<file path="src/rtl/pcr_pkg.sv">
`timescale 1ns / 1ps

package pcr_pkg;

  localparam int ID_W   = 4;
  localparam int CARS_W = 16;
  localparam int CNT_W  = 16;
  localparam int TOT_W  = 32;

  localparam int QUEUE_DEPTH = 2;

  localparam int APB_ADDR_W = 2;
  localparam int APB_DATA_W = 32;

  // register map
  localparam logic [APB_ADDR_W-1:0] ADDR_REPORT_INTERVAL = 2'd0;

  localparam logic [CNT_W-1:0] REPORT_INTERVAL_RESET = 16'd48;

  // one classified record as it travels from front to back
  typedef struct packed {
    logic              report;
    logic              hit;
    logic [ID_W-1:0]   idx;
    logic [CARS_W-1:0] cars;
  } cmd_t;

endpackage

</file>
<file path="src/rtl/pcr_front.sv">
`timescale 1ns / 1ps

module pcr_front #(
  parameter int NUM_LIGHTS = 4
) (
  input  logic                      clk_i,
  input  logic                      rst_ni,
  input  logic                      accept_i,
  input  logic [pcr_pkg::ID_W-1:0]   light_id_i,
  input  logic [pcr_pkg::CARS_W-1:0] car_count_i,
  input  logic [pcr_pkg::CNT_W-1:0]  interval_i,
  output pcr_pkg::cmd_t             cmd_o
);
  import pcr_pkg::*;

  logic [CNT_W-1:0] count_q, count_d, count_inc;
  logic             report;

  assign count_inc = count_q + CNT_W'(1);
  assign report    = (count_inc == interval_i);

  // ids outside 1..NUM_LIGHTS still count as records
  always_comb begin
    cmd_o.hit    = (light_id_i != '0) && (light_id_i <= ID_W'(NUM_LIGHTS));
    cmd_o.idx    = light_id_i - ID_W'(1);
    cmd_o.cars   = car_count_i;
    cmd_o.report = report;
  end

  always_comb begin
    count_d = count_q;
    if (accept_i) begin
      count_d = report ? '0 : count_inc;
    end
  end

  always_ff @(posedge clk_i or negedge rst_ni) begin
    if (!rst_ni) begin
      count_q <= '0;
    end else begin
      count_q <= count_d;
    end
  end

endmodule

</file>
<file path="src/rtl/pcr_queue.sv">
`timescale 1ns / 1ps

module pcr_queue (
  input  logic          clk_i,
  input  logic          rst_ni,
  input  logic          push_i,
  input  pcr_pkg::cmd_t data_i,
  output logic          full_o,
  input  logic          pop_i,
  output pcr_pkg::cmd_t data_o,
  output logic          empty_o
);
  import pcr_pkg::*;

  localparam int PTR_W = (QUEUE_DEPTH > 1) ? $clog2(QUEUE_DEPTH) : 1;
  localparam int FILL_W = $clog2(QUEUE_DEPTH + 1);

  cmd_t              mem_q [QUEUE_DEPTH];
  logic [PTR_W-1:0]  wr_ptr_q, rd_ptr_q;
  logic [FILL_W-1:0] fill_q;
  logic              do_push, do_pop;

  assign full_o  = (fill_q == FILL_W'(QUEUE_DEPTH));
  assign empty_o = (fill_q == '0);
  assign do_push = push_i && !full_o;
  assign do_pop  = pop_i && !empty_o;
  assign data_o  = mem_q[rd_ptr_q];

  function automatic logic [PTR_W-1:0] ptr_next(input logic [PTR_W-1:0] p);
    ptr_next = (p == PTR_W'(QUEUE_DEPTH - 1)) ? '0 : p + PTR_W'(1);
  endfunction

  always_ff @(posedge clk_i) begin
    if (do_push) begin
      mem_q[wr_ptr_q] <= data_i;
    end
  end

  always_ff @(posedge clk_i or negedge rst_ni) begin
    if (!rst_ni) begin
      wr_ptr_q <= '0;
      rd_ptr_q <= '0;
      fill_q   <= '0;
    end else begin
      if (do_push) begin
        wr_ptr_q <= ptr_next(wr_ptr_q);
      end
      if (do_pop) begin
        rd_ptr_q <= ptr_next(rd_ptr_q);
      end
      if (do_push && !do_pop) begin
        fill_q <= fill_q + FILL_W'(1);
      end else if (do_pop && !do_push) begin
        fill_q <= fill_q - FILL_W'(1);
      end
    end
  end

endmodule

</file>
<file path="src/rtl/pcr_back.sv">
`timescale 1ns / 1ps

module pcr_back #(
  parameter int NUM_LIGHTS = 4
) (
  input  logic                      clk_i,
  input  logic                      rst_ni,
  input  pcr_pkg::cmd_t             cmd_i,
  input  logic                      cmd_empty_i,
  output logic                      cmd_pop_o,
  input  logic                      pop_i,
  output logic                      out_valid_o,
  output logic [pcr_pkg::ID_W-1:0]  out_id_o,
  output logic [pcr_pkg::TOT_W-1:0] out_total_o,
  output logic                      out_last_o
);
  import pcr_pkg::*;

  localparam int IW = $clog2(NUM_LIGHTS);
  localparam logic [IW-1:0] LAST_IDX = IW'(NUM_LIGHTS - 1);

  typedef enum logic [1:0] {
    S_IDLE,
    S_RANK,
    S_EMIT
  } state_e;

  state_e           state_q;
  logic [TOT_W-1:0] totals_q [NUM_LIGHTS];
  logic [TOT_W-1:0] sorted_tot_q [NUM_LIGHTS];
  logic [ID_W-1:0]  sorted_id_q [NUM_LIGHTS];
  logic [IW-1:0]    k_q, p_q, sel, pos;
  logic [TOT_W-1:0] cur, sat_sum;
  logic [TOT_W:0]   sum;
  logic             pop_ok, load_out;

  assign pop_ok    = pop_i && out_valid_o;
  assign cmd_pop_o = (state_q == S_IDLE) && !cmd_empty_i;
  assign load_out  = (state_q == S_EMIT) && (!out_valid_o || pop_i);

  // read select for cur: the record's light, or the light being ranked
  assign sel = (state_q == S_RANK) ? k_q : cmd_i.idx[IW-1:0];
  assign cur = totals_q[sel];

  assign sum     = {1'b0, cur} + {{(TOT_W + 1 - CARS_W){1'b0}}, cmd_i.cars};
  assign sat_sum = sum[TOT_W] ? '1 : sum[TOT_W-1:0];

  // rank position of light k: lights with a larger total, or equal and lower id
  always_comb begin
    pos = '0;
    for (int j = 0; j < NUM_LIGHTS; j++) begin
      if (IW'(j) != k_q) begin
        if ((totals_q[j] > cur) || ((totals_q[j] == cur) && (IW'(j) < k_q))) begin
          pos = pos + IW'(1);
        end
      end
    end
  end

  always_ff @(posedge clk_i) begin
    if (state_q == S_RANK) begin
      sorted_tot_q[pos] <= cur;
      sorted_id_q[pos]  <= ID_W'(k_q) + ID_W'(1);
    end
  end

  always_ff @(posedge clk_i or negedge rst_ni) begin
    if (!rst_ni) begin
      state_q     <= S_IDLE;
      k_q         <= '0;
      p_q         <= '0;
      out_valid_o <= 1'b0;
      out_id_o    <= '0;
      out_total_o <= '0;
      out_last_o  <= 1'b0;
      for (int i = 0; i < NUM_LIGHTS; i++) begin
        totals_q[i] <= '0;
      end
    end else begin
      if (pop_ok && !load_out) begin
        out_valid_o <= 1'b0;
      end
      case (state_q)
        S_IDLE: begin
          if (cmd_pop_o) begin
            if (cmd_i.hit) begin
              totals_q[sel] <= sat_sum;
            end
            if (cmd_i.report) begin
              k_q     <= '0;
              state_q <= S_RANK;
            end
          end
        end
        S_RANK: begin
          k_q <= k_q + IW'(1);
          if (k_q == LAST_IDX) begin
            p_q     <= '0;
            state_q <= S_EMIT;
          end
        end
        S_EMIT: begin
          if (load_out) begin
            out_valid_o <= 1'b1;
            out_id_o    <= sorted_id_q[p_q];
            out_total_o <= sorted_tot_q[p_q];
            out_last_o  <= (p_q == LAST_IDX);
            p_q         <= p_q + IW'(1);
            if (p_q == LAST_IDX) begin
              state_q <= S_IDLE;
            end
          end
        end
        default: begin
          state_q <= S_IDLE;
        end
      endcase
    end
  end

endmodule

</file>
<file path="src/rtl/per_key_count_ranker.sv">
`timescale 1ns / 1ps

// Per-light car totals with a periodic ranking. Each record (light_id_i,
// car_count_i) adds its count to that light's 32-bit total, saturating at
// all ones; ids of 0 or above NUM_LIGHTS add nothing but still count as a
// record. When the record count reaches report_interval (register 0, byte
// address 0, reset 48; a value of 0 means every 65536 records) the counter
// returns to zero and NUM_LIGHTS items come out of the result register: the
// lights ranked by total, largest first, ties to the lower id, with
// rank_last_o set on the final one. Other records give no result. Writing
// the interval does not clear the record counter. A record without a
// report is taken every cycle while the queue has room and is retired
// by the back end in its idle state; a record that triggers a report
// holds the back end for one accumulate, NUM_LIGHTS ranking steps through
// a single row of NUM_LIGHTS comparators, then one result per cycle while
// the consumer pops. A two-entry queue between the front and back ends
// keeps push open during the first part of a report.
module per_key_count_ranker #(
  parameter int NUM_LIGHTS = 4
) (
  input  logic                           clk_i,
  input  logic                           rst_ni,
  // record side
  input  logic                           push,
  output logic                           full,
  input  logic [pcr_pkg::ID_W-1:0]       light_id_i,
  input  logic [pcr_pkg::CARS_W-1:0]     car_count_i,
  // result side
  output logic                           empty,
  input  logic                           pop,
  output logic [pcr_pkg::ID_W-1:0]       rank_light_id_o,
  output logic [pcr_pkg::TOT_W-1:0]      rank_total_o,
  output logic                           rank_last_o,
  // configuration
  input  logic                           psel,
  input  logic                           penable,
  input  logic                           pwrite,
  input  logic [pcr_pkg::APB_ADDR_W-1:0] paddr,
  input  logic [pcr_pkg::APB_DATA_W-1:0] pwdata,
  output logic [pcr_pkg::APB_DATA_W-1:0] prdata,
  output logic                           pready
);
  import pcr_pkg::*;

  logic [CNT_W-1:0] interval_q;
  logic             cfg_wr;
  logic             accept;
  cmd_t             front_cmd, back_cmd;
  logic             q_empty, q_pop;
  logic             out_valid;

  // configuration register, written in the apb access phase
  assign pready = 1'b1;
  assign cfg_wr = psel && penable && pwrite && pready && (paddr == ADDR_REPORT_INTERVAL);
  assign prdata = (paddr == ADDR_REPORT_INTERVAL) ?
                  {{(APB_DATA_W - CNT_W){1'b0}}, interval_q} : '0;

  always_ff @(posedge clk_i or negedge rst_ni) begin
    if (!rst_ni) begin
      interval_q <= REPORT_INTERVAL_RESET;
    end else if (cfg_wr) begin
      interval_q <= pwdata[CNT_W-1:0];
    end
  end

  // an item is taken whenever the queue to the back end has room
  assign accept = push && !full;

  pcr_front #(.NUM_LIGHTS(NUM_LIGHTS)) u_front (
    .clk_i       (clk_i),
    .rst_ni      (rst_ni),
    .accept_i    (accept),
    .light_id_i  (light_id_i),
    .car_count_i (car_count_i),
    .interval_i  (interval_q),
    .cmd_o       (front_cmd)
  );

  pcr_queue u_queue (
    .clk_i   (clk_i),
    .rst_ni  (rst_ni),
    .push_i  (accept),
    .data_i  (front_cmd),
    .full_o  (full),
    .pop_i   (q_pop),
    .data_o  (back_cmd),
    .empty_o (q_empty)
  );

  // back end: accumulate, rank on report, drain through the result register
  pcr_back #(.NUM_LIGHTS(NUM_LIGHTS)) u_back (
    .clk_i       (clk_i),
    .rst_ni      (rst_ni),
    .cmd_i       (back_cmd),
    .cmd_empty_i (q_empty),
    .cmd_pop_o   (q_pop),
    .pop_i       (pop),
    .out_valid_o (out_valid),
    .out_id_o    (rank_light_id_o),
    .out_total_o (rank_total_o),
    .out_last_o  (rank_last_o)
  );

  assign empty = !out_valid;

endmodule

</file>
<file path="config.mk">
export PLATFORM = sky130hd
export DESIGN_NAME = per_key_count_ranker
export DESIGN_NICKNAME = d
export VERILOG_FILES = /design/src/rtl/pcr_pkg.sv /design/src/rtl/pcr_front.sv /design/src/rtl/pcr_queue.sv /design/src/rtl/pcr_back.sv /design/src/rtl/per_key_count_ranker.sv
export SDC_FILE = /design/constraint.sdc
export NUM_CORES = 1
export LEC_CHECK = 0
export ABC_AREA = 1
export BUFFER_PORTS_ARGS = -buffer_cell sky130_fd_sc_hd__buf_4
export CAP_MARGIN = 20
export CORE_ASPECT_RATIO = 0.5
export CORE_UTILIZATION = 55
export CTS_CLUSTER_DIAMETER = 40
export DETAILED_ROUTE_END_ITERATION = 8
export PLACE_DENSITY_LB_ADDON = 0.3
export SYNTH_ARGS = -nofsm -noshare
export SYNTH_HDL_FRONTEND = slang
export SYNTH_SLANG_ARGS = --single-unit
</file>
<file path="constraint.sdc">
create_clock -name clk_i -period 10.5 [get_ports clk_i]
set_clock_uncertainty 0.05 [all_clocks]
set_input_delay 2.1 -clock clk_i [delete_from_list [all_inputs] [get_ports clk_i]]
set_output_delay 2.1 -clock clk_i [all_outputs]
set_load 0.02 [all_outputs]
</file>
==> results of run 1 <==
-- worst max-delay path: cells and delay by family (launching register included) --
family          cells  cell delay, ns
buf+inv             7            1.59
compound gates      4            1.29
simple gates       16            3.17
flops               1            0.86
fa+ha+maj           2            0.63
-- metrics by stage --
| step | cell area, sq um | hold WS (ns) | instances | worst slack [ns] | util (%) |
|---|---|---|---|---|---|
| final | 23060 | 0.4381 | 2834 | 2.518 | 63.63 |
| after CTS | 23040 | 0.4362 | 2831 | 2.864 | 63.58 |
| after global routing | 23050 | 0.4564 | 2832 | 2.062 | 63.62 |
| after floorplan | 20500 | 0.4171 | 2249 | 4.534 | - |
| after detailed placement | 21610 | 0.4193 | 2757 | 2.998 | 59.65 |
| after global placement | 21600 | 0.4108 | 2756 | 3.020 | 59.61 |
-- cell type report --
| type | instances | area, sq um | area share [%] |
|---|---|---|---|
| antenna | 2 | 5.005 | 0.02171 |
| clock buffer | 46 | 1076 | 4.667 |
| clock inverter | 28 | 349.1 | 1.514 |
| inverter | 187 | 701.9 | 3.044 |
| multi-input combinational | 1580 | 8808 | 38.20 |
| sequential | 387 | 10590 | 45.92 |
| tap | 484 | 605.6 | 2.626 |
| timing repair buffer | 120 | 922.1 | 3.999 |
-- registers in the layout, indices dropped and copies added (netlist names) --
register and flops:
u_front.count_q 16, u_back.out_last_o 1, u_back.sorted_id_q 12, u_back.p_q 2, u_back.k_q 2, u_back.out_id_o 3
u_queue.rd_ptr_q 1, u_back.totals_q 128, u_back.sorted_tot_q 128, u_queue.wr_ptr_q 1, u_queue.mem_q 40, u_back.out_valid_o 1
interval_q 16, u_back.state_q 2, u_back.out_total_o 32, u_queue.fill_q 2
-- synth_stat cells (15+ instances only) --
cell type / instances
nand2_1: 508
nor2_1: 293
dfrtp_1: 205
edfxtp_1: 180
inv_1: 172
ha_1: 145
o21ai_0: 143
a21oi_1: 88
nand3_1: 72
clkbuf_1: 59
o21ai_1: 37
a31oi_1: 36
xor2_1: 29
o221ai_1: 27
buf_4: 22
a22oi_1: 20
nand4_1: 20
nor3_1: 18
a211oi_1: 15
-- cells by family (layout without fill, tap and decap cells) --
logic type	Yosys count	in the layout	share of synthesized area, %
flip-flops	387	387	51.80
AND/OR/NAND/NOR	973	973	19.95
XOR/XNOR	33	33	1.414
adder cells (fa/ha/maj)	146	146	8.975
other	2	20	0.03674
AO/OA/AOI/OAI	410	410	12.13
buffers and inverters	282	381	5.687
-- layer usage --
metal / GRT usage (%) / vias up / part of all wire, %
li1: - / 7758 / -
met1: 39.89 / 7725 / 43
met2: 42.78 / 695 / 44
met3: 6.097 / 93 / 11
met4: 8.743 / 0 / 2.4
met5: 0 / - / 0
-- final timing paths --
kind | from | endpoint | slack, ns
worst max-delay path | u_queue.rd_ptr_q | u_back.sorted_tot_q[3][29] | 2.52
worst min-delay path | u_back.out_last_o | u_back.out_last_o | 0.44
worst max register to register | u_queue.rd_ptr_q | u_back.sorted_tot_q[3][29] | 2.52
worst min register to register | u_back.out_last_o | u_back.out_last_o | 0.44
max in group asynchronous | rst_ni | u_back.totals_q[61] | 6.88
min in group asynchronous | rst_ni | u_queue.fill_q[1] | 1.54
==> results.md, run 1 <==
* Status: complete, but fails checks
* Failing checks: design-rule violations
* Initial antenna violation count at 2
* Die ar. at about 0.038 sq mm
* Hold Fails Final Rpt at 0
* Port bufs at 98
* Final net count at between 2,000 and 3,000
* Layout cells sized above 1 at between 10% and 20%
* TritonCTS clock tree: yes
* WL final at 52,200 um
* Die Y at ~140 um
* Post-CTS Resized at 0
* Post-CTS Setup Repair Bufs at 0
* Yosys reg bits at 387
* DR WL/cell at 18.42 um
* Vias in the first global route at approximately 16,000
* Distinct cell type count after synthesis at between 50 and 60
* First-pass GRT wire length at 83,080 um
* DIE WIDTH at approximately 270 um
* Post-synthesis sequential area ratio at 51.80%
* Pin count of the biggest net entering global routing at 93
* Critical Path RT at around 11 ns
* Max incr delay on CP at around 0.88 ns
* Hold Crit Depth at 2
* TritonCTS buffer count at 40
* Crit start category: flip-flop
* Synth warnings at 0
* Worst path most repeated cell: nand2_1
* Fmax at roughly 130 MHz
* DP Wirelength at ~35,000 um
* GR Overflow Total at 0
* Global router's overall resource usage at 27.98%
* Mapped cell area at around 0.02 sq mm
* # rows at 49
* Mean Syn Cell Area at 9.153 sq um
* Setup Viol. Count Final at 0
* WP data arrival at 8.14 ns
* Commonest non-fill, non-tap cells in the layout: nand2_1, nor2_1, dfrtp_1, edfxtp_1, inv_1
* Residual DRC at 14
* Worst slew pin tran at ~1.1 ns
* Nature of the critical path endpoint: flip-flop
* Slew Limit Fails at 0
* R2R depth at 29
* Total core area at 0.03623 sq mm
* Post-synth EDFFs at 180
* Max clock buf depth at 3
* Skew-Pair Late Insertion Delay at between 0.5 and 0.6 ns
* CP Max Fanout at 30
* Gate Count Post-Synth at approximately 2,200
* RSZ-0062 raised after global routing: no
* Fin crit share at ~76%
* Most area-consuming cells after synthesis: edfxtp_1, dfrtp_1, nand2_1
* Most common cell after layout, fill and taps aside: nand2_1
* Starting Density at between 50% and 60%
* Leading area contributor after synthesis: edfxtp_1
* P&R area growth vs syn at 12.81%
* Root Driver: clkbuf_16
* # clock sinks at a little under 400
* Crit Path Class: reg -> reg
* Share of Yosys cell area claimed by the top area cell type at approximately a quarter
* Via count at between 15,000 and 20,000
* ANT nets after route at 0
* Layout fillers at 2,908
* Final setup TNS at 0 ns
* Worst-path clk slew at about 0.07 ns
* Async S/R FF share, synth at 53.49%
* DR iter-0 viols at 1,668
* GPL Wtd Cong at 0.9539
* Io pins at around 130
* Worst Hold Class: reg -> reg
* Final worst path period need at between 7 and 8 ns
* Max-Slew Margin vs Limit at ~28%
* Vias/cell at between 5 and 6
* Cts hold-fix bufs at 0
* Max cap viols at 0
* Synth Flop Type: dfrtp_1
* Max H-tree Level at 2
* Highest-delay cell along the critical path: o221ai_1
* DR pass1 iterations at 7
Power of run 1 is left out: the tool's default activity adds up to more than one toggle a clock period on the data nets, which glitch-free logic cannot reach.
==> inputs of run 2 (changes only) <==
ABC_AREA = 0   (was 1)
clock period = 6.54 ns   (was 10.5 ns; I/O delays follow)
==> run 2 against run 1 <==
  * The flow now finishes without violations
  * Global-route usage down 0.84 points
  * Critical endpoint is now u_back.sorted_tot_q[1][19]
  * Via count fell by 9.2%
  * Core utilization up 0.35 points
  * First-iteration DRC count is 19% lower
  * Critical path depth down 9
  * Cell area is 3.8% higher
  * Cell count is 14% lower
  * Critical path type unchanged
==> results.md, run 2 <==
* Worst slew pin tran at 1.016 ns (was 1.080 ns)
* Most area-consuming cells after synthesis: edfxtp_1, dfrtp_1, ha_1 (was edfxtp_1, dfrtp_1, nand2_1)
* Reg-to-Reg Start: u_queue.rd_ptr_q (unchanged)
* WP data arrival at 6.50 ns (was 8.14 ns)
* Hold Fails Final Rpt at 0 (unchanged)
* RSZ-0062 raised after global routing: no (unchanged)
* Post-synth top cells: dfrtp_1, nand2_1, edfxtp_1 (was nand2_1, nor2_1, dfrtp_1)
* Io pins at 133 (unchanged)
* Reg-to-reg slack, setup at 0.27 ns (was 2.52 ns)
* Final instance area at 0.02394 sq mm (was 0.02306 sq mm)
* TritonCTS clock tree: yes (unchanged)
* CP Max Fanout at 33 (was 30)
* Footprint of the multi-input gates at 0.009706 sq mm (was 0.008808 sq mm)
* Gate Count Post-Synth at 1,789 (was 2,233)
* Residual DRC at 0 (was 14)
* Fmax at 159.4 MHz (was 125.3 MHz)
* Most common cell after layout, fill and taps aside: dfrtp_1 (was nand2_1)
* Max cap viols at 0 (unchanged)
* Critical-path cell list: mux2i_2 > a21o_2 > buf_12 > nand2_1 > a21oi_1 > or2_2 > inv_1 > ha_1 > nand4_1 > or2_2 > or3_1 > nor4_1 > mux2_2 > ha_1 > nor2_1 > a21oi_1 > o31ai_2 > or4bb_1 > o2111ai_4 > buf_12
* Root Driver: clkbuf_16 (unchanged)
* Post-synthesis sequential area ratio at 50.71% (was 51.80%)
* Top-count cell post-synth: dfrtp_1 (was nand2_1)
* TritonCTS buffer count at 40 (unchanged)
* Crit start category: flip-flop (unchanged)
* Critical Path RT at 6.76 ns (was 10.66 ns)
* Hold Crit Start: u_queue.fill_q[1] (was u_back.out_last_o)
* Yosys reg bits at 387 (unchanged)
* Status: completed (was complete, but fails checks)
* Layout fillers at 2,847 (was 2,908)
* Final worst path period need at 6.273 ns (was 7.982 ns)
* Vias in the first global route at 14,080 (was 15,740)
* Final setup TNS at 0 ns (unchanged)
* WL final at 51,810 um (was 52,200 um)
* Initial antenna violation count at 1 (was 2)
* P&R area growth vs syn at 14.65% (was 12.81%)
* Async S/R FF share, synth at 53.49% (unchanged)
* Worst Hold Class: reg -> reg (unchanged)
* DR iter-0 viols at 1,358 (was 1,668)
* Setup Viol. Count Final at 0 (unchanged)
* Mean Syn Cell Area at 11.67 sq um (was 9.153 sq um)
* Die ar. at 0.03879 sq mm (was 0.03798 sq mm)
* Skew-Pair Late Insertion Delay at 0.57 ns (was 0.55 ns)
* Seq. cell area at 0.01059 sq mm (unchanged)
* # clock sinks at 387 (unchanged)
* DR WL/cell at 21.21 um (was 18.42 um)
* GPL Wtd Cong at 0.9807 (was 0.9539)
* Biggest regs: u_back.sorted_tot_q (128), u_back.totals_q (128), u_queue.mem_q (40) (unchanged)
* Max incr delay on CP at 0.61 ns (was 0.88 ns)
* Commonest non-fill, non-tap cells in the layout: dfrtp_1, nand2_1, edfxtp_1, buf_4, ha_1 (was nand2_1, nor2_1, dfrtp_1, edfxtp_1, inv_1)
* Starting Density at 55.81% (was 56.41%)
* Synth warnings at 0 (unchanged)
* WP buf/inv at 3 (was 7)
* Layout cells sized above 1 at 21.65% (was 11.41%)
* R2R depth at 20 (was 29)
* DP Wirelength at 36,750 um (was 34,580 um)
* Mapped cell area at 0.02088 sq mm (was 0.02044 sq mm)
* Highest-delay cell along the critical path: or4bb_1 (was o221ai_1)
* Leading area contributor after synthesis: edfxtp_1 (unchanged)
* Die Y at 139.8 um (was 138.3 um)
* Pin count of the biggest net entering global routing at 109 (was 93)
* Vias/cell at 6.051 (was 5.741)
* Distinct cell type count after synthesis at 92 (was 59)
* Area after DPL at 0.02245 sq mm (was 0.02161 sq mm)
* Post-synth EDFFs at 180 (unchanged)
* Final net count at 2,124 (was 2,523)
* Max-Slew Margin vs Limit at 32.18% (was 27.98%)
* Slew Limit Fails at 0 (unchanged)
* Total core area at 0.03741 sq mm (was 0.03623 sq mm)
* Worst-path clk slew at 0.06 ns (was 0.07 ns)
* Crit Path Class: reg -> reg (unchanged)
* Global router's overall resource usage at 27.14% (was 27.98%)
* Ant diodes at 0 (was 2)
* Worst R2R End: u_back.sorted_tot_q[1][19] (was u_back.sorted_tot_q[3][29])
* Via count at 14,780 (was 16,270)
* Max clock buf depth at 3 (unchanged)
* DIE WIDTH at 277.5 um (was 274.6 um)
* DR pass1 iterations at 6 (was 7)
* Port bufs at 98 (unchanged)
* GR Overflow Total at 0 (unchanged)
* Synth Flop Type: dfrtp_1 (unchanged)
* Hold Path End: u_queue.fill_q[1] (was u_back.out_last_o)
* ANT nets after route at 0 (unchanged)
* Max H-tree Level at 2 (unchanged)
* Fin crit share at 95.92% (was 76.02%)
* Share of Yosys cell area claimed by the top area cell type at 25.89% (was 26.45%)
* # rows at 50 (was 49)
* Nature of the critical path endpoint: flip-flop (unchanged)
* First-pass GRT wire length at 81,280 um (was 83,080 um)
* Cell family with most CP delay: simple AND/OR/NAND/NOR gates (unchanged)
* Hold Crit Depth at 1 (was 2)
-- run 2: cells by family (layout without fill, tap and decap cells) --
group	count (synthesis)	in the layout	synth area share, %
other cells	2	18	0.03597
simple gates	484	484	11.34
fa+ha+maj	148	148	8.881
buf+inv	158	302	3.416
flops	387	387	50.71
compound gates	393	393	12.11
xor+xnor	53	53	2.223
mux	164	164	11.29
-- run 2: per-layer routing --
metal | share of wire, % | track usage (%)
met1 | 45 | 40.07
met2 | 44 | 41.42
met3 | 8.5 | 5.860
met4 | 1.7 | 5.554
met5 | 0 | 0
-- run 2: final cells by class --
cell class,instances,share of cell area [%]
Sequential cell,387,44.24
Clock inverter,26,1.218
Clock buffer,48,4.605
Inverter,65,1.030
Multi-Input combinational cell,1260,40.55
Timing Repair Buffer,163,5.781
Tap cell,494,2.582
-- run 2: worst max-delay path by stage --
stage / start / end / slack [ns] / cells past startpoint
2_1_floorplan: u_back.state_q[1] / u_back.sorted_id_q[3][0] / 0.0001 / 24
3_3_place_gp: u_queue.rd_ptr_q / u_back.sorted_tot_q[1][23] / 0.40 / 20
3_5_place_dp: u_queue.rd_ptr_q / u_back.sorted_tot_q[1][22] / 0.28 / 20
4_1_cts: u_queue.rd_ptr_q / u_back.sorted_tot_q[1][18] / 0.22 / 20
5_1_grt: u_queue.rd_ptr_q / u_back.sorted_tot_q[1][18] / 0.05 / 20
6_report: u_queue.rd_ptr_q / u_back.sorted_tot_q[1][19] / 0.27 / 20
-- run 2: per-stage QoR --
step           hold slack, ns  cells  util [%]  setup slack, ns
2_1_floorplan          0.3998   1805         -        0.0001217
3_3_place_gp           0.4237   2363     60.00           0.4035
3_5_place_dp           0.4469   2363     60.00           0.2774
4_1_cts                0.4567   2437     63.73           0.2179
5_1_grt                0.4667   2443     63.98          0.04745
6_report               0.4540   2443     63.98           0.2671
-- run 2: what timing repair did --
item	CTS	global route
gates resized for setup	0	2
hold buffers	0	0
hold endpoints to repair	0	0
buffers inserted	0	3
setup endpoints to repair	0	128
Power of run 2 is left out for the same reason.
